### config.mk
export PLATFORM = sky130hd
export DESIGN_NAME = msixvt_ctrl
export DESIGN_NICKNAME = d
export VERILOG_FILES = /design/src/design/msixvt_pkg.sv /design/src/design/msixvt_ctrl.sv
export VERILOG_INCLUDE_DIRS = /design/src /design/src/design
export SDC_FILE = /design/constraint.sdc
export NUM_CORES = 1
export LEC_CHECK = 0
export BUFFER_PORTS_ARGS = -buffer_cell sky130_fd_sc_hd__buf_4
export CAP_MARGIN = 20
export CELL_PAD_IN_SITES_DETAIL_PLACEMENT = 1
export CELL_PAD_IN_SITES_GLOBAL_PLACEMENT = 1
export CORE_AREA = 5 5 42 44
export DETAILED_ROUTE_END_ITERATION = 7
export DIE_AREA = 0 0 47 49
export PLACE_DENSITY = 0.39
export SETUP_SLACK_MARGIN = 0.02
export SLEW_MARGIN = 20
export SYNTH_ARGS = -nofsm -noshare
export SYNTH_HDL_FRONTEND = slang
export SYNTH_SLANG_ARGS = --single-unit
export TNS_END_PERCENT = 5
### constraint.sdc
create_clock -name clk -period 1.8 [get_ports clk]
set_input_delay 0.36 -clock clk [delete_from_list [all_inputs] [get_ports clk]]
set_output_delay 0.36 -clock clk [all_outputs]
set_load 0.05 [all_outputs]
### src/design/assert_macros.svh
// ----------------------------------------------------------------------------
// Assertion macros
// Shared concurrent assertion forms; define ASSERT_OFF to compile them away.
// ----------------------------------------------------------------------------
`ifndef ASSERT_MACROS_SVH
`define ASSERT_MACROS_SVH

`ifndef ASSERT_OFF

// consequent must hold in the same cycle as the antecedent
`define ASSERT_SAME(label, clk, rst, ante, cons, msg) \
    label: assert property (@(posedge clk) disable iff (!rst) (ante) |-> (cons)) \
        else $error(msg);

// consequent must hold in the cycle after the antecedent
`define ASSERT_NEXT(label, clk, rst, ante, cons, msg) \
    label: assert property (@(posedge clk) disable iff (!rst) (ante) |=> (cons)) \
        else $error(msg);

`else

`define ASSERT_SAME(label, clk, rst, ante, cons, msg)
`define ASSERT_NEXT(label, clk, rst, ante, cons, msg)

`endif

`endif

### src/design/msixvt_pkg.sv
// ----------------------------------------------------------------------------
// msixvt_pkg
// Types, codes and widths shared by the MSI-X vector table block.
// ----------------------------------------------------------------------------
`default_nettype none

package msixvt_pkg;

    // default table depth
    localparam int MAX_ENTRIES_DEF = 64;

    // stream payload widths
    localparam int S_TDATA_W = 120;
    localparam int S_TUSER_W = 1;
    localparam int M_TDATA_W = 88;
    localparam int M_TUSER_W = 1;

    // configuration port
    localparam int CFG_IDX_W  = 3;
    localparam int CFG_DATA_W = 48;

    localparam logic [CFG_IDX_W-1:0] CFG_TABLE_BASE   = 3'd0;
    localparam logic [CFG_IDX_W-1:0] CFG_PENDING_BASE = 3'd1;
    localparam logic [CFG_IDX_W-1:0] CFG_ENTRY_COUNT  = 3'd2;
    localparam logic [CFG_IDX_W-1:0] CFG_TABLE_ON     = 3'd3;
    localparam logic [CFG_IDX_W-1:0] CFG_PENDING_ON   = 3'd4;
    localparam logic [CFG_IDX_W-1:0] CFG_MSIX_EN      = 3'd5;
    localparam logic [CFG_IDX_W-1:0] CFG_FUNC_MASK    = 3'd6;
    localparam logic [CFG_IDX_W-1:0] CFG_HW_DOMAIN    = 3'd7;

    // dword offset inside one 16-byte table entry
    localparam logic [1:0] OFF_ADDR_LO = 2'd0;
    localparam logic [1:0] OFF_ADDR_HI = 2'd1;
    localparam logic [1:0] OFF_DATA    = 2'd2;
    localparam logic [1:0] OFF_CTRL    = 2'd3;

    // result action codes
    typedef enum logic [2:0] {
        ACT_NONE      = 3'd0,
        ACT_REPROGRAM = 3'd1,
        ACT_MASK      = 3'd2,
        ACT_UNMASK    = 3'd3,
        ACT_FWD_READ  = 3'd4,
        ACT_FWD_WRITE = 3'd5
    } action_t;

    // decoded class of one access
    typedef enum logic [2:0] {
        ACC_RETRY,
        ACC_REJECT,
        ACC_PBA_READ,
        ACC_PBA_WRITE,
        ACC_PBA_DROP,
        ACC_TABLE
    } acc_kind_t;

    // controller states
    typedef enum logic [1:0] {
        ST_CLEAR,
        ST_IDLE,
        ST_EXEC
    } ctrl_state_t;

    // one stored table entry
    typedef struct packed {
        logic        changed;
        logic        masked;
        logic [31:0] data;
        logic [63:0] addr;
    } vec_entry_t;

    localparam vec_entry_t ENTRY_INIT = '{changed: 1'b0, masked: 1'b1,
                                          data: 32'd0, addr: 64'd0};

    // controller to datapath
    typedef struct packed {
        logic clear_step;
        logic accept;
        logic exec;
    } dp_cmd_t;

    // datapath to controller
    typedef struct packed {
        logic clear_last;
        logic out_busy;
    } dp_stat_t;

endpackage

`default_nettype wire

### src/design/msixvt_ctrl.sv
// ----------------------------------------------------------------------------
// msixvt_ctrl
// Sequencer: clearing pass, word accept, entry update and result load.
// ----------------------------------------------------------------------------
`default_nettype none

`include "assert_macros.svh"

module msixvt_ctrl (
    input  wire logic                 clk,
    input  wire logic                 rst_n,
    input  wire logic                 s_tvalid,
    output logic                      s_tready,
    input  wire msixvt_pkg::dp_stat_t stat,
    output msixvt_pkg::dp_cmd_t       cmd
);

    import msixvt_pkg::*;

    ctrl_state_t state_reg;
    ctrl_state_t state_next;

    // state register
    always_ff @(posedge clk or negedge rst_n)
    begin
        if (!rst_n)
        begin
            state_reg <= ST_CLEAR;
        end
        else
        begin
            state_reg <= state_next;
        end
    end

    // next state
    always_comb
    begin
        state_next = state_reg;
        case (state_reg)
            ST_CLEAR:
            begin
                if (stat.clear_last)
                begin
                    state_next = ST_IDLE;
                end
            end
            ST_IDLE:
            begin
                if (s_tvalid)
                begin
                    state_next = ST_EXEC;
                end
            end
            ST_EXEC:
            begin
                if (!stat.out_busy)
                begin
                    state_next = ST_IDLE;
                end
            end
            default:
            begin
                state_next = ST_CLEAR;
            end
        endcase
    end

    // outputs
    always_comb
    begin
        s_tready       = 1'b0;
        cmd.clear_step = 1'b0;
        cmd.accept     = 1'b0;
        cmd.exec       = 1'b0;
        case (state_reg)
            ST_CLEAR:
            begin
                cmd.clear_step = 1'b1;
            end
            ST_IDLE:
            begin
                s_tready   = 1'b1;
                cmd.accept = s_tvalid;
            end
            ST_EXEC:
            begin
                cmd.exec = !stat.out_busy;
            end
            default:
            begin
                s_tready = 1'b0;
            end
        endcase
    end

    `ASSERT_NEXT(a_accept_to_exec, clk, rst_n, s_tvalid && s_tready, state_reg == ST_EXEC, "accepted word did not move to update")
    `ASSERT_NEXT(a_clear_ends, clk, rst_n, (state_reg == ST_CLEAR) && stat.clear_last, state_reg == ST_IDLE, "clearing pass did not end")
    `ASSERT_NEXT(a_exec_holds, clk, rst_n, (state_reg == ST_EXEC) && stat.out_busy, state_reg == ST_EXEC, "update left while result stalled")

endmodule

`default_nettype wire

==> results of run 1 <==
per-layer routing:
metal  vias up  wire [um]  track usage, %
li1         64          -               -
met1        62        159            4.40
met2         9        217            6.33
met3         0         61            1.85
met4         0          0            6.91
met5         -          0               0
cell usage after synthesis:
| library cell | count |
|---|---|
| nor3b_1 | 1 |
| a21o_1 | 1 |
| dfrtp_1 | 2 |
| and2_4 | 1 |
| o32ai_2 | 1 |
| inv_1 | 2 |
| nand2b_1 | 1 |
| and3b_1 | 1 |
| nor2_1 | 2 |
cell families after synthesis:
group	after synthesis	synth area share [%]
buf+inv	2	6.25
flops	2	41.7
compound gates	2	19.8
simple gates	6	32.3
final cells by class:
| type | count | area (um^2) | area share (%) |
|---|---|---|---|
| clock buffers | 3 | 22.5 | 9.47 |
| repair buffers | 9 | 70.1 | 29.5 |
| well taps | 16 | 20.0 | 8.42 |
| multi-input cells | 8 | 67.6 | 28.4 |
| flip-flops and latches | 2 | 50.0 | 21.1 |
| inverters | 2 | 7.51 | 3.16 |
through the flow:
step	hold WS [ns]	instance area, um^2	util, %	std cells	setup slack, ns
global placement	0.143	205	14.6	36	0.566
CTS	0.326	238	17.0	40	0.321
detailed placement	0.144	205	14.6	36	0.575
floorplan	0.0644	125	-	12	0.331
global route	0.342	238	17.0	40	0.272
finish	0.336	238	17.0	40	0.345
how the worst max path moves through the flow:
stage | start | endpoint | cells past startpoint
global placement | state_reg[1] | s_tready | 3
floorplan | state_reg[0] | cmd[0] | 1
CTS | state_reg[1] | s_tready | 3
global route | state_reg[1] | s_tready | 3
finish | state_reg[1] | cmd[1] | 2
detailed placement | state_reg[1] | s_tready | 3
worst max-delay path: stages, from the launching register on:
cell and delay, ns:
dfrtp_1 0.41, and3b_1 0.25, buf_4 0.20
where the power goes:
| group | switching (mW) | internal [mW] | leakage [nW] | total (mW) |
|---|---|---|---|---|
| clock | 0.0265 | 0.0736 | 0.0138 | 0.100 |
| combinational | 0.194 | 0.107 | 0.0886 | 0.302 |
| sequential | 0.0358 | 0.0666 | 0.0251 | 0.102 |
| total | 0.257 | 0.248 | 0.128 | 0.504 |
what timing repair did:
action,CTS,global route
hold buffers,1,0
gates resized for setup,0,0
endpoints found under the hold margin,2,0
==> results.cfg, run 1 <==
[outcome]
status = completed

[grt]
track_usage_pct = 4.79
antenna_found_initial = 0
grt_max_degree = 7
grt_pass1_wl_um = 710
grt_remaining_overflow = 0
first_global_vias = 174

[power_and_ir_drop]
p_leak_nw = 0.128
power_mw = 0.504
irDropWorstVdd_v = 0.000394
p_per_area_nw_per_um2 = 2120

[layout]
fin_nets = 31
layout_commonest_cell = buf_4
area_delta_synth_final_pct = 97.9
drive_gt1_share_pct = 58.3
nFillCells = 183
insertedDiodeCount = 0
largest_register_ffs = 2
final_cell_mix = buf_4 (8), clkbuf_4 (3), nor2_1 (2), inv_1 (2), dfrtp_1 (2)

[yosys]
yosysTopAreaCellShare_pct = 41.7
synth_top_cell_by_area = dfrtp_1
syn-num-nets = 17
yosysWarnings = 0
synth_seq_cells = 2
seq_area_frac_synth_pct = 41.7
synth_cells = 12
synth_cell_types = 9
synth.avg_cell_area_um2 = 10.0
ys_top_cells_by_area = dfrtp_1 (42%), o32ai_2 (14%), and2_4 (7.3%)
synth_area_um2 = 120

[clocking]
cts_setup_buffers = 0
cts_buffers = 3
clk_pin_slew_ns = 0.03
h-tree-depth = 1
clock_path_buffers = 2
clkSinkCount = 2
clk_latency_ns = 0.22
cts_tree = built
cts-root-buf = clkbuf_4

[sta]
rsz0062_at_grt = false
setup_viol = 0
maxSlewHeadroom_pct = 85.2
period_share_pct = 80.8
skew_ns = 0.00102
hold_viol = 0
period_needed_ns = 1.45
slew_violations = 0
tns_ns = 0
tightest_slew_ns = 0.223
fmaxAchievable_mhz = 687

[route]
via_per_inst = 3.38
drc = 0
routed-via-count = 135
dr.pass1.iters = 2
ant_nets = 0
wl_per_cell_um = 11.0
drt_iter0_markers = 1
drt_wl_total_um = 439

[placed_design]
io_buffer_count = 8
routabilityCongestion = 0.624
dp_hpwl_um = 309

[hold_path]
min_path_cells = 2
hold_path.class = primary input to flip-flop
hold_path_end = state_reg[0]
min_from = s_tvalid

[worst_setup_path]
required_ns = 1.44
r2r_end = state_reg[1]
r2r_start = state_reg[0]
criticalPathCategory = flip-flop to output pin
ff2ff_setup_slack_ns = 0.86
cp.arrival_ns = 1.09
cp-end-kind = output pin
cp_max_fo = 6
rr_worst_depth = 2
start_kind = flip-flop

[die]
fp.coreArea_um2 = 1400
ios = 9
die_area_um2 = 2300
row_count = 14
fp.dieH_um = 49
start_util_pct = 8.57
die_x_um = 47

[job]
drv_cap = 0
No activity file was read; power rests on OpenSTA's default activity.
==> run 2, diff against run 1 <==
--- a/config.mk
+++ b/config.mk
@@ -13,7 +13,7 @@
 export CORE_AREA = 5 5 42 44
 export DETAILED_ROUTE_END_ITERATION = 7
 export DIE_AREA = 0 0 47 49
-export PLACE_DENSITY = 0.39
+export PLACE_DENSITY = 0.4
 export SETUP_SLACK_MARGIN = 0.02
 export SLEW_MARGIN = 20
 export SYNTH_ARGS = -nofsm -noshare
==> constraint.sdc (replaced) <==
create_clock -name clk -period 1.2 [get_ports clk]
set_input_delay 0.24 -clock clk [delete_from_list [all_inputs] [get_ports clk]]
set_output_delay 0.24 -clock clk [all_outputs]
set_load 0.05 [all_outputs]
==> results.cfg, run 2 (synthesis results as in run 1) <==
[route]
drt_iter0_markers = 2
wl_per_cell_um = 9.43
ant_nets = 0
dr.pass1.iters = 2
drc = 0
routed-via-count = 150
via_per_inst = 3.41
drt_wl_total_um = 415

[sta]
maxSlewHeadroom_pct = 87.0
setup_viol = 4
fmaxAchievable_mhz = 769
hold_viol = 0
rsz0062_at_grt = true
fin_ws_ns = -0.0997
period_needed_ns = 1.30
slew_violations = 0
skew_ns = 0.00181
period_share_pct = 108
tightest_slew_ns = 0.195

[worst_setup_path]
start_kind = flip-flop
cp-end-kind = output pin
crit_buf_inv = 1
cp.arrival_ns = 1.06
r2r_end = state_reg[1]
required_ns = 0.96
cp_max_fo = 5
rr_worst_depth = 4
crit_family = flip-flops
slowest_delay_ns = 0.45
crit_start = state_reg[0]
criticalPathCategory = flip-flop to output pin
r2r_start = state_reg[0]
ff2ff_setup_slack_ns = 0
cp_cell_sequence = and3b_2 > buf_6
slowest_stage = dfrtp_2

[layout]
layout_commonest_cell = buf_4
insertedDiodeCount = 0
area_delta_synth_final_pct = 154
final_core_util_pct = 21.8
fin_nets = 35
final_cell_mix = buf_4 (8), clkbuf_4 (3), buf_6 (3)
largest_register_ffs = 2
drive_gt1_share_pct = 82.1

[die]
fp.dieH_um = 49
fp.coreArea_um2 = 1400
die_x_um = 47
ios = 9
start_util_pct = 8.57
row_count = 14
die_area_um2 = 2300

[grt]
track_usage_pct = 5.00
antenna_found_initial = 0
grt_max_degree = 7
grt_pass1_wl_um = 772
first_global_vias = 168
grt_remaining_overflow = 0

[placed_design]
routabilityCongestion = 0.648
io_buffer_count = 8
dpl_worst_slack_ns = 0.0502

[power_and_ir_drop]
p_leak_nw = 0.157
p_per_area_nw_per_um2 = 3140
irDropWorstVdd_v = 0.00110

[clocking]
cts_buffers = 3
clk_latency_ns = 0.22
h-tree-depth = 1
clock_path_buffers = 2
clkSinkCount = 2
cts-root-buf = clkbuf_4
clk_pin_slew_ns = 0.03
cts_tree = built

[outcome]
status = complete, but fails checks
violations = setup timing

[hold_path]
min_from = s_tvalid
hold_path_end = state_reg[0]
min_path_cells = 2
hold_path.class = primary input to flip-flop

[job]
drv_cap = 0
run 2: worst max-delay path by stage:
| stage | cells past startpoint | slack, ns | end |
|---|---|---|---|
| detailed placement | 2 | 0.05 | cmd[1] |
| global placement | 2 | 0.07 | cmd[1] |
| floorplan | 1 | -0.001 | cmd[1] |
| finish | 2 | -0.1 | cmd[1] |
| CTS | 2 | -0.11 | cmd[1] |
| global route | 2 | -0.16 | cmd[1] |
run 2: worst register-to-register path, delay by kind of cell, from the launching register on:
kind	cells	cell delay, ns
AOI/OAI and AO/OA	1	0.15
buffers and inverters	2	0.25
DFF	1	0.45
and+or+nand+nor	1	0.24
run 2: cell type report:
| cell class | count | area (um^2) |
|---|---|---|
| sequential | 2 | 51.3 |
| clock buffer | 3 | 22.5 |
| tap | 16 | 20.0 |
| fill | 163 | 1100 |
| multi-input combinational | 8 | 85.1 |
| inverter | 2 | 7.51 |
| timing repair buffer | 13 | 119 |
run 2: power breakdown:
part	internal, mW	total [mW]	switching (mW)
clock	0.110	0.148	0.0374
combinational	0.309	0.649	0.340
sequential	0.104	0.162	0.0583
total	0.523	0.959	0.436
run 2: metal layers:
metal  global-route usage [%]  vias up  part of all wire [%]
met2                     5.66        9                    39
met4                     4.15        0                     0
met1                     5.95       68                    47
li1                         -       73                     -
met3                     3.69        0                    14
met5                        0        -                     0
run 2: stage by stage:
step / hold slack, ns / instance area [um^2] / cells / power, mW / TNS [ns]
2_1_floorplan: -0.0556 / 134 / 12 / 0.496 / -0.00101
6_report: 0.222 / 305 / 44 / 0.959 / -0.279
4_1_cts: 0.213 / 279 / 42 / 0.883 / -0.384
5_1_grt: 0.221 / 305 / 44 / 1.02 / -0.560
3_5_place_dp: 0.0237 / 214 / 36 / 0.633 / 0
3_3_place_gp: 0.0238 / 214 / 36 / 0.626 / 0
run 2: what timing repair did:
action                                  CTS  global route
endpoints found under the setup margin    4             4
hold buffers                              1             0
pin swaps                                 2             0
buffers inserted                          2             2
endpoints found under the hold margin     2             0
resized for setup                         6             3
==> run 3, diff against run 2 <==
==> constraint.sdc (replaced) <==
create_clock -name clk -period 1.2 [get_ports clk]
set_input_delay 0.24 -clock clk [delete_from_list [all_inputs] [get_ports clk]]
set_output_delay 0.24 -clock clk [all_outputs]
set_load 0.02 [all_outputs]
==> results.cfg, run 3 (synthesis results as in run 1) <==
[sta]
maxSlewHeadroom_pct = 85.1
slew_violations = 0
setup_viol = 3
period_needed_ns = 1.28
hold_viol = 0
tightest_slew_ns = 0.224
fmaxAchievable_mhz = 782
fin_ws_ns = -0.0788
period_share_pct = 107
rsz0062_at_grt = true
skew_ns = 0.000549

[placed_design]
io_buffer_count = 8
routabilityCongestion = 0.668
dpl_worst_slack_ns = 0.140
dp_hpwl_um = 324

[power_and_ir_drop]
irDropWorstVdd_v = 0.000722
p_per_area_nw_per_um2 = 2720
p_leak_nw = 0.145

[route]
dr.pass1.iters = 2
routed-via-count = 149
ant_nets = 0
via_per_inst = 3.47
wl_per_cell_um = 10.7
drt_wl_total_um = 460
drc = 0
drt_iter0_markers = 2

[worst_setup_path]
cp_max_fo = 6
slowest_stage = dfrtp_2
crit_buf_inv = 1
required_ns = 0.96
crit_start = state_reg[0]
r2r_start = state_reg[0]
slowest_delay_ns = 0.45
criticalPathCategory = flip-flop to output pin
crit_family = flip-flops
start_kind = flip-flop
cp-end-kind = output pin
cp.arrival_ns = 1.04
cp_cell_sequence = and3b_2 > buf_6

[clocking]
cts_tree = built
cts-root-buf = clkbuf_4
h-tree-depth = 1
clkSinkCount = 2
clock_path_buffers = 2
clk_pin_slew_ns = 0.03
cts_buffers = 3
clk_latency_ns = 0.22

[layout]
fin_nets = 34
area_delta_synth_final_pct = 133
insertedDiodeCount = 0
largest_register_ffs = 2
final_cell_mix = buf_4 (9), clkbuf_4 (3), buf_6 (2)
drive_gt1_share_pct = 81.5
final_core_util_pct = 20.0
nFillCells = 182
layout_commonest_cell = buf_4

[grt]
first_global_vias = 174
antenna_found_initial = 0
grt_max_degree = 7
track_usage_pct = 5.14
grt_pass1_wl_um = 772
grt_remaining_overflow = 0

[outcome]
status = complete, but fails checks
violations = setup timing

[die]
die_x_um = 47
ios = 9
fp.coreArea_um2 = 1400
fp.dieH_um = 49
start_util_pct = 8.57
die_area_um2 = 2300
row_count = 14

[job]
drv_cap = 0

[hold_path]
hold_path.class = primary input to flip-flop
min_from = s_tvalid
-- run 3: power by group --
part / internal (mW) / switching, mW / total (mW)
clock network: 0.110 / 0.0383 / 0.149
logic: 0.260 / 0.194 / 0.454
registers: 0.104 / 0.0568 / 0.160
total: 0.474 / 0.289 / 0.763
-- run 3: area by class of cell --
class | count | area [um^2] | share of cell area (%)
multi-input cells | 8 | 78.8 | 28.1
well taps | 16 | 20.0 | 7.14
inverters | 2 | 7.51 | 2.68
clock buffers | 3 | 22.5 | 8.04
flip-flops and latches | 2 | 51.3 | 18.3
repair buffers | 12 | 100 | 35.7
-- run 3: routing by layer --
layer	vias to the layer above	wire length [um]	global-route usage [%]
met5	-	0	0
met4	0	16	5.53
met2	11	192	5.66
li1	72	-	-
met3	2	77	4.06
met1	64	174	5.49
-- run 3: path summary, 6_finish.rpt --
path                       cells after the start  slack (ns)      endpoint
setup / recovery                               2       -0.08        cmd[1]
hold / removal                                 2        0.23  state_reg[0]
setup reg to reg                               3        0.10  state_reg[0]
hold reg to reg                                2        0.66  state_reg[1]
max in group asynchronous                      2        0.77  state_reg[0]
min in group asynchronous                      2        0.33  state_reg[0]
-- run 3: worst reg2reg max path, cell delays in order, from the launching register on --
cell,delay [ns]
dfrtp_2,0.45
buf_4,0.15
buf_4,0.12
o32ai_2,0.27
-- run 3: timing repair --
item	in CTS	in global routing
pin swaps	2	0
hold endpoints to repair	2	0
hold buffers	1	0
setup buffers	2	1
cloned	0	0
gates resized for setup	3	4
setup endpoints to repair	4	4
-- run 3: stage by stage --
stage,power (mW),hold slack (ns),TNS [ns],cell area [um^2],instances
floorplan,0.335,-0.0556,0,125,12
CTS,0.695,0.218,-0.236,259,42
global route,0.843,0.211,-0.392,280,43
detailed placement,0.471,0.0249,0,205,36
global placement,0.461,0.0230,0,205,36
finish,0.763,0.231,-0.155,280,43
